$ cat config.mk
export PLATFORM = sky130hd
export DESIGN_NAME = axis_move_duty_controller_top
export DESIGN_NICKNAME = d
export VERILOG_FILES = /design/src/design/amdc_pkg.sv /design/src/design/axis_move_duty_controller_top.sv /design/src/design/amdc_div.sv
export VERILOG_INCLUDE_DIRS = /design/src /design/src/design
export SDC_FILE = /design/constraint.sdc
export NUM_CORES = 1
export LEC_CHECK = 0
export ABC_AREA = 1
export BUFFER_PORTS_ARGS = -buffer_cell sky130_fd_sc_hd__buf_2
export CAP_MARGIN = 20
export CORE_MARGIN = 5
export CORE_UTILIZATION = 55
export DETAILED_ROUTE_END_ITERATION = 16
export PLACE_DENSITY = 0.7
export SETUP_SLACK_MARGIN = 0.3
export SLEW_MARGIN = 10
export SYNTH_ARGS = -nofsm -noshare
export SYNTH_HDL_FRONTEND = slang
export SYNTH_HIERARCHICAL = 1
export SYNTH_SLANG_ARGS = --single-unit
$ cat constraint.sdc
create_clock -name clk -period 7.85 [get_ports clk]
set_input_delay 0.3925 -clock clk [delete_from_list [all_inputs] [get_ports clk]]
set_output_delay 0.3925 -clock clk [all_outputs]
set_load 0.03 [all_outputs]
$ cat src/design/axis_move_duty_controller_top_defines.svh
// Assertion macros for the move duty controller.
`ifndef AXIS_MOVE_DUTY_CONTROLLER_TOP_DEFINES_SVH
`define AXIS_MOVE_DUTY_CONTROLLER_TOP_DEFINES_SVH

// Same-cycle implication, sampled on clk, off while rst_n is low.
`define AMDC_ASSERT_IMP(lbl, ante, cons, msg) \
  lbl: assert property (@(posedge clk) disable iff (!rst_n) (ante) |-> (cons)) \
    else $error(msg);

// Next-cycle implication, sampled on clk, off while rst_n is low.
`define AMDC_ASSERT_NXT(lbl, ante, cons, msg) \
  lbl: assert property (@(posedge clk) disable iff (!rst_n) (ante) |=> (cons)) \
    else $error(msg);

`endif

$ cat src/design/amdc_pkg.sv
// Types, constants and helpers shared by the move duty controller.
package amdc_pkg;

  localparam int DUTY_SCALE = 200;
  localparam int DUTY_MAX   = 70;
  localparam int DUTY_MIN   = 30;

  // Divider widths: 200 * 65535 fits in 24 bits.
  localparam int DIV_NUM_W = 24;
  localparam int DIV_DEN_W = 16;
  localparam int DIV_CNT_W = $clog2(DIV_NUM_W);

  localparam logic MODE_MOVE  = 1'b0;
  localparam logic MODE_PULSE = 1'b1;

  // One axis entry as stored in the state memory.
  typedef struct packed {
    logic signed [15:0] cnt;
    logic signed [15:0] pos;
    logic signed [15:0] len;
    logic               run;
    logic               dir;
  } amdc_entry_t;

  // Start/finish handshake with the divider.
  typedef struct packed {
    logic busy;
    logic done;
  } amdc_div_stat_t;

  function automatic logic signed [15:0] sat16(input logic signed [16:0] v);
    logic signed [15:0] r;
    if (v[16] != v[15]) begin
      r = v[16] ? 16'sh8000 : 16'sh7fff;
    end else begin
      r = v[15:0];
    end
    return r;
  endfunction

  function automatic logic [15:0] mag16(input logic signed [15:0] v);
    logic [15:0] r;
    r = v[15] ? (16'd0 - v) : v;
    return r;
  endfunction

  function automatic logic [15:0] mag17(input logic signed [16:0] v);
    logic [16:0] r;
    r = v[16] ? (17'd0 - v) : v;
    return r[15:0];
  endfunction

endpackage

$ cat src/design/axis_move_duty_controller_top.sv
// Top level of the three-axis move duty controller.
//
//  channel | dir | handshake          | payload
//  --------+-----+--------------------+-------------------------------------------
//  in_     | in  | in_valid/in_ready  | in_mode, in_axis, in_target
//  out_    | out | out_valid/out_ready| out_axis_out, out_duty, out_direction,
//          |     |                    | out_running, out_position
//
// One item at a time. A transfer that leaves the axis running goes through
// the 24-step serial divider for the duty ratio; a stopped axis skips the
// divider, and an out-of-range axis skips the duty step as well.
// Reset (rst_n low, synchronous) clears the per-axis valid bits, so every axis
// reads as zero/stopped at once; no clearing pass.
// The result sits in an output register: a new item is taken while it waits,
// and the block only stalls in its final state if that register is still full.

module axis_move_duty_controller_top #(
  parameter int NUM_AXES = 3
) (
  input  logic                clk,
  input  logic                rst_n,
  // input channel
  input  logic                in_valid,
  output logic                in_ready,
  input  logic                in_mode,
  input  logic [1:0]          in_axis,
  input  logic signed [15:0]  in_target,
  // result channel
  output logic                out_valid,
  input  logic                out_ready,
  output logic [1:0]          out_axis_out,
  output logic [6:0]          out_duty,
  output logic                out_direction,
  output logic                out_running,
  output logic signed [15:0]  out_position
);
  import amdc_pkg::*;

  localparam int AW = (NUM_AXES > 1) ? $clog2(NUM_AXES) : 1;

  // Sequencer states
  localparam logic [2:0] S_IDLE = 3'd0;  // ready for a transfer, memory read issued
  localparam logic [2:0] S_UPD  = 3'd1;  // read data back: modify and write back
  localparam logic [2:0] S_PREP = 3'd2;  // pick duty numerator, scale by 200
  localparam logic [2:0] S_DIV  = 3'd3;  // wait on the divider
  localparam logic [2:0] S_DONE = 3'd4;  // hand result to the output register

  logic [2:0]           state_r, state_nxt;

  // Accepted item
  logic                 in_xfer;
  logic [AW+1:0]        axis_ext;
  logic [AW-1:0]        idx_in;
  logic                 in_rng;
  logic                 mode_r;
  logic [1:0]           axis_r;
  logic [AW-1:0]        idx_r;
  logic                 rng_r;
  logic signed [15:0]   target_r;

  // State memory: one entry per axis, valid bits stand in for reset
  amdc_entry_t          mem [NUM_AXES];
  logic [NUM_AXES-1:0]  vld_r;
  amdc_entry_t          rd_data_r;
  logic                 rd_vld_r;
  amdc_entry_t          ent;
  amdc_entry_t          ent_n;
  logic                 mem_we;

  // Updated axis fields
  amdc_entry_t          upd_r;

  // Read-modify-write scratch
  logic signed [16:0]   pos_sum;
  logic signed [15:0]   pos_n;
  logic signed [16:0]   len_diff;
  logic signed [15:0]   len_n;
  logic signed [16:0]   cnt_step;
  logic signed [15:0]   cnt_n;
  logic signed [16:0]   rem_err;

  // Duty numerator
  logic signed [16:0]   err17;
  logic [15:0]          cmag, emag, lmag, sel_mag;
  logic                 duty_live;
  logic [DIV_NUM_W-1:0] num_r;
  logic [DIV_DEN_W-1:0] den_r;
  logic                 div_go_r;
  logic [DIV_NUM_W-1:0] div_quo;
  amdc_div_stat_t       div_stat;
  logic [6:0]           duty_r;
  logic [6:0]           duty_clamp;

  // Output register
  logic                 out_valid_r;
  logic [1:0]           out_axis_r;
  logic [6:0]           out_duty_r;
  logic                 out_dir_r;
  logic                 out_run_r;
  logic signed [15:0]   out_pos_r;
  logic                 out_load;
  logic                 duty_band;

  assign in_ready = (state_r == S_IDLE);
  assign in_xfer  = in_valid && in_ready;
  assign axis_ext = {{AW{1'b0}}, in_axis};
  assign idx_in   = axis_ext[AW-1:0];
  assign in_rng   = (32'(in_axis) < 32'(NUM_AXES));

  // ---------------------------------------------------------------------------
  // Modify: fold count into position on a move, count one step on a pulse.
  // ---------------------------------------------------------------------------
  assign ent = rd_vld_r ? rd_data_r : '0;

  always_comb begin
    pos_sum  = {ent.pos[15], ent.pos} + {ent.cnt[15], ent.cnt};
    pos_n    = sat16(pos_sum);
    len_diff = {target_r[15], target_r} - {pos_n[15], pos_n};
    len_n    = sat16(len_diff);
    cnt_step = {ent.cnt[15], ent.cnt} + (ent.dir ? 17'sd1 : -17'sd1);
    cnt_n    = sat16(cnt_step);
    rem_err  = {ent.len[15], ent.len} - {cnt_n[15], cnt_n};
    ent_n    = ent;
    unique case (mode_r)
      MODE_MOVE: begin
        ent_n.pos = pos_n;
        ent_n.cnt = '0;
        ent_n.len = len_n;
        ent_n.run = (len_n != 16'sd0);
        ent_n.dir = !len_n[15];
      end
      MODE_PULSE: begin
        // a stopped axis has its counter paused
        if (ent.run) begin
          ent_n.cnt = cnt_n;
          if (cnt_n == ent.len) begin
            ent_n.run = 1'b0;
          end else begin
            ent_n.dir = !rem_err[16];
          end
        end
      end
      default: ent_n = ent;
    endcase
  end

  assign mem_we = (state_r == S_UPD) && rng_r;

  // ---------------------------------------------------------------------------
  // Duty: 200*|count| in the first half, 200*|length - count| in the second.
  // ---------------------------------------------------------------------------
  always_comb begin
    err17     = {upd_r.len[15], upd_r.len} - {upd_r.cnt[15], upd_r.cnt};
    cmag      = mag16(upd_r.cnt);
    emag      = mag17(err17);
    lmag      = mag16(upd_r.len);
    sel_mag   = (cmag < (lmag >> 1)) ? cmag : emag;
    duty_live = upd_r.run && (upd_r.len != 16'sd0);
  end

  always_comb begin
    priority if (div_quo > DIV_NUM_W'(DUTY_MAX)) begin
      duty_clamp = 7'(DUTY_MAX);
    end else if (div_quo < DIV_NUM_W'(DUTY_MIN)) begin
      duty_clamp = 7'(DUTY_MIN);
    end else begin
      duty_clamp = div_quo[6:0];
    end
  end

  amdc_div u_div (
    .clk   (clk),
    .rst_n (rst_n),
    .start (div_go_r),
    .num   (num_r),
    .den   (den_r),
    .quo   (div_quo),
    .stat  (div_stat)
  );

  // ---------------------------------------------------------------------------
  // Sequencer
  // ---------------------------------------------------------------------------
  assign out_load = (state_r == S_DONE) && (!out_valid_r || out_ready);

  always_comb begin
    state_nxt = state_r;
    unique case (state_r)
      S_IDLE: if (in_xfer) state_nxt = S_UPD;
      S_UPD:  state_nxt = rng_r ? S_PREP : S_DONE;
      S_PREP: state_nxt = duty_live ? S_DIV : S_DONE;
      S_DIV:  if (div_stat.done) state_nxt = S_DONE;
      S_DONE: if (out_load) state_nxt = S_IDLE;
      default: state_nxt = S_IDLE;
    endcase
  end

  always_ff @(posedge clk) begin
    if (!rst_n) begin
      state_r  <= S_IDLE;
      vld_r    <= '0;
      div_go_r <= 1'b0;
    end else begin
      state_r  <= state_nxt;
      div_go_r <= (state_r == S_PREP) && duty_live;
      if (mem_we) begin
        vld_r[idx_r] <= 1'b1;
      end
    end
  end

  // Memory: synchronous read issued on the transfer, write back in S_UPD.
  // The sequencer keeps the next read behind the write, so no forwarding.
  always_ff @(posedge clk) begin
    if (mem_we) begin
      mem[idx_r] <= ent_n;
    end
    if (in_xfer && in_rng) begin
      rd_data_r <= mem[idx_in];
      rd_vld_r  <= vld_r[idx_in];
    end
  end

  // Datapath registers
  always_ff @(posedge clk) begin
    if (in_xfer) begin
      mode_r   <= in_mode;
      axis_r   <= in_axis;
      idx_r    <= idx_in;
      rng_r    <= in_rng;
      target_r <= in_target;
    end
    if (state_r == S_UPD) begin
      // out-of-range axis reports zero state and duty
      upd_r  <= rng_r ? ent_n : '0;
      duty_r <= '0;
    end
    if (state_r == S_PREP) begin
      num_r  <= DIV_NUM_W'(sel_mag) * DIV_NUM_W'(DUTY_SCALE);
      den_r  <= lmag;
    end
    if ((state_r == S_DIV) && div_stat.done) begin
      duty_r <= duty_clamp;
    end
  end

  // Output register
  always_ff @(posedge clk) begin
    if (!rst_n) begin
      out_valid_r <= 1'b0;
    end else if (out_load) begin
      out_valid_r <= 1'b1;
    end else if (out_ready) begin
      out_valid_r <= 1'b0;
    end
  end

  always_ff @(posedge clk) begin
    if (out_load) begin
      out_axis_r <= axis_r;
      out_duty_r <= duty_r;
      out_dir_r  <= upd_r.dir;
      out_run_r  <= upd_r.run;
      out_pos_r  <= upd_r.pos;
    end
  end

  assign out_valid     = out_valid_r;
  assign out_axis_out  = out_axis_r;
  assign out_duty      = out_duty_r;
  assign out_direction = out_dir_r;
  assign out_running   = out_run_r;
  assign out_position  = out_pos_r;

  // ---------------------------------------------------------------------------
  // Assertions
  // ---------------------------------------------------------------------------
  `include "axis_move_duty_controller_top_defines.svh"

  assign duty_band = (out_duty >= 7'(DUTY_MIN)) && (out_duty <= 7'(DUTY_MAX));

  `AMDC_ASSERT_IMP(a_stop_duty, out_valid && !out_running, out_duty == 7'd0, "stopped with duty")
  `AMDC_ASSERT_IMP(a_run_duty, out_valid && out_running, duty_band, "running duty out of range")
  `AMDC_ASSERT_IMP(a_div_den, div_go_r, den_r != '0, "divider started with zero divisor")
  `AMDC_ASSERT_NXT(a_div_busy, div_go_r, div_stat.busy && (state_r == S_DIV), "divider idle")

endmodule

$ cat src/design/amdc_div.sv
// Restoring serial divider, one quotient bit per cycle.
module amdc_div (
  input  logic                               clk,
  input  logic                               rst_n,
  input  logic                               start,
  input  logic [amdc_pkg::DIV_NUM_W-1:0]     num,
  input  logic [amdc_pkg::DIV_DEN_W-1:0]     den,
  output logic [amdc_pkg::DIV_NUM_W-1:0]     quo,
  output amdc_pkg::amdc_div_stat_t           stat
);
  import amdc_pkg::*;

  logic                  busy_r;
  logic                  done_r;
  logic [DIV_CNT_W-1:0]  cnt_r;
  logic [DIV_NUM_W-1:0]  quo_r;
  logic [DIV_DEN_W-1:0]  rem_r;
  logic [DIV_DEN_W-1:0]  den_r;
  logic [DIV_DEN_W:0]    rem_sh;
  logic [DIV_DEN_W:0]    rem_sub;
  logic                  ge;

  assign rem_sh  = {rem_r, quo_r[DIV_NUM_W-1]};
  assign rem_sub = rem_sh - {1'b0, den_r};
  assign ge      = rem_sh >= {1'b0, den_r};

  always_ff @(posedge clk) begin
    if (!rst_n) begin
      busy_r <= 1'b0;
      done_r <= 1'b0;
      cnt_r  <= '0;
    end else begin
      done_r <= 1'b0;
      if (start) begin
        busy_r <= 1'b1;
        cnt_r  <= DIV_CNT_W'(DIV_NUM_W - 1);
      end else if (busy_r) begin
        cnt_r <= cnt_r - DIV_CNT_W'(1);
        if (cnt_r == '0) begin
          busy_r <= 1'b0;
          done_r <= 1'b1;
        end
      end
    end
  end

  always_ff @(posedge clk) begin
    if (start) begin
      quo_r <= num;
      rem_r <= '0;
      den_r <= den;
    end else if (busy_r) begin
      quo_r <= {quo_r[DIV_NUM_W-2:0], ge};
      rem_r <= ge ? rem_sub[DIV_DEN_W-1:0] : rem_sh[DIV_DEN_W-1:0];
    end
  end

  assign quo       = quo_r;
  assign stat.busy = busy_r;
  assign stat.done = done_r;

endmodule
==> out/qor.csv <==
stage;metric;value;unit
routing;wl;65500;um
sta;tightest_slew;0.898;ns
setup_path;worstSetupPathType;flop to flop;
setup_path;slowest_delay;0.50;ns
placement;dp.final_hpwl;47100;um
floorplan;ios;52;
cts;root_buffer;clkbuf_16;
sta;slew_viol_final;0;
setup_path;cp_slowest_cell;buf_4;
setup_path;start_kind;flop;
placement;pre_cts_slack;0.856;ns
routing;antenna_left;0;
layout;drive_above_1_share;6.69;%
routing;drcViolationCount;0;
yosys;synth_warnings;6;
sta;setup_ws;0.899;ns
layout;fill_cells;3887;
sta;max_freq;144;MHz
sta;post-route-min-period;6.95;ns
placement;io_buffers;51;
cts;cts_sinks;413;
cts;htreeDepth;2;
setup_path;cp_top_family;simple AND/OR/NAND/NOR gates;
global_routing;grt_pass1_vias;18400;
setup_path;worstPathRequired;8.13;ns
global_routing;grt_max_degree;55;
setup_path;worst-path-buf-inv;6;
status;status;completed;
yosys;synth_area_per_cell;8.69;um2
sta;relSlewSlack;40.2;%
cts;clkTransAtPathRegs;0.06;ns
global_routing;gr-total-overflow;0;
sta;rsz0062_at_grt;false;
yosys;synthCells;2815;
cts;ctsLongestPathBuffers;3;
power_and_ir_drop;p_leak;0.0124;uW
floorplan;rows;77;
floorplan;coreArea;44100;um2
cts;cts_tree;done;
setup_path;crit_fanout;45;
power_and_ir_drop;p_per_area;474;nW/um2
sta;finalSetupViolCount;0;
sta;period_share;88.6;%
layout;diodes;0;
sta;tns;0;ns
setup_path;cp.arrival;7.23;ns
floorplan;die_height;221;um
yosys;syn_area;24500;um2
sta;hold_viol;0;
floorplan;die_area;48800;um2
layout;fin_nets;3082;
setup_path;crit_path_end_kind;flop;
floorplan;start_util;55.4;%
cts;cts_made_buffers;43;
setup_path;ff2ff_setup_slack;0.90;ns
global_routing;grt_usage;26.3;%
layout;area_growth;9.94;%
routing;drtIter0Drc;2150;
global_routing;grt_pass1_wl;102000;um
setup_path;cpMostUsedCell;nand2_1;
routing;vias;19300;
global_routing;antenna_found_initial;1;
flow_run;max-cap-violations;0;
cts;clk_latency;0.58;ns
power_and_ir_drop;ir_drop;630;uV
sta;fin_skew;0.0118;ns
routing;dr.pass1.iters;5;
placement;routabilityCongestion;0.988;
worst_hold_path;holdCritPathClass;primary input to flop;
routing;vias_per_cell;5.51;
routing;drt-wirelength-per-cell;18.7;um
floorplan;die_x;221;um
[metal layers]
| layer | share of wire, % | GRT usage (%) |
|---|---|---|
| met4 | 1.8 | 5.94 |
| met2 | 43 | 39.6 |
| met3 | 8.3 | 5.22 |
| met1 | 46 | 39.8 |
| met5 | 0.020 | 0 |
[what timing repair did]
item	in CTS	in global routing
hold buffers	17	0
resized for setup	0	3
endpoints found under the hold margin	17	0
endpoints found under the setup margin	0	6
setup buffers	0	0
[power by group]
group          leakage [uW]  internal [uW]  total, uW  switching, uW
clock              0.000676           1160       2020            859
combinational       0.00798           2700       7440           4740
sequential          0.00378           3160       3300            140
[tightest hold or removal path, cell delays in order]
cell	delay, ns
buf_2	0.07
nor2_1	0.06
nor2_1	0.10
nor2_1	0.04
[layout by cell type, fill, tap and decap left out, types with 5 or more instances in the layout]
master,count
and2_1,9
a21o_1,5
clkbuf_1,13
nand3_2,6
nor2_2,6
xnor2_1,21
ha_1,162
clkinv_2,6
a21oi_1,233
nor4_1,8
or2_2,6
xor2_1,57
clkbuf_16,43
buf_2,51
o21a_1,5
dfxtp_1,31
inv_1,399
edfxtp_1,382
a21boi_0,5
nand2_1,768
buf_4,19
a31oi_1,11
nor2_1,237
nand3b_1,14
o211ai_1,5
nand3_1,154
a211oi_1,10
nand4_1,27
o21ai_0,68
o21bai_1,14
dlygate4sd3_1,17
nand2_2,16
nor3_1,25
clkinv_1,9
fa_1,15
[per-stage QoR]
step                      instances  power [uW]  utilization (%)  hold WS, ns  cell area [um2]
after floorplan                2817        8870                -        0.400            24500
after global placement         3410       10400             57.4        0.403            25300
after detailed placement       3410       10600             57.4        0.405            25300
after CTS                      3505       12700             60.9        0.105            26900
after global routing           3507       13900             60.9        0.145            26900
final                          3507       12800             60.9        0.129            26900
[cell type report]
class,count,area (um2),area share (%)
sequential,413,12100,45.0
multi-input combinational,1925,10500,39.2
inverter,410,1540,5.74
clock buffer,56,1120,4.18
tap,592,741,2.75
timing repair buffer,88,583,2.17
clock inverter,22,262,0.973
timing repair inverter,1,5.00,0.0186
[worst paths after layout]
path         depth (start not counted)               to       from
max                                 40         upd_r[1]   rd_vld_r
min                                  4        out_valid  out_ready
max reg2reg                         40         upd_r[1]   rd_vld_r
min reg2reg                          0  out_position[8]  upd_r[26]
[registers in the layout, indices dropped and copies added (netlist names), 2 cells and up]
signal / flops
target_r: 16
duty_r: 7
u_div/den_r: 16
out_duty: 7
upd_r: 50
u_div/rem_r: 16
u_div/quo: 24
den_r: 16
rd_data_r: 50
num_r: 21
u_div/cnt_r: 5
vld_r: 3
idx_r: 2
out_axis_out: 2
mem: 150
state_r: 3
out_position: 16
No activity file was read; power rests on OpenSTA's default activity.
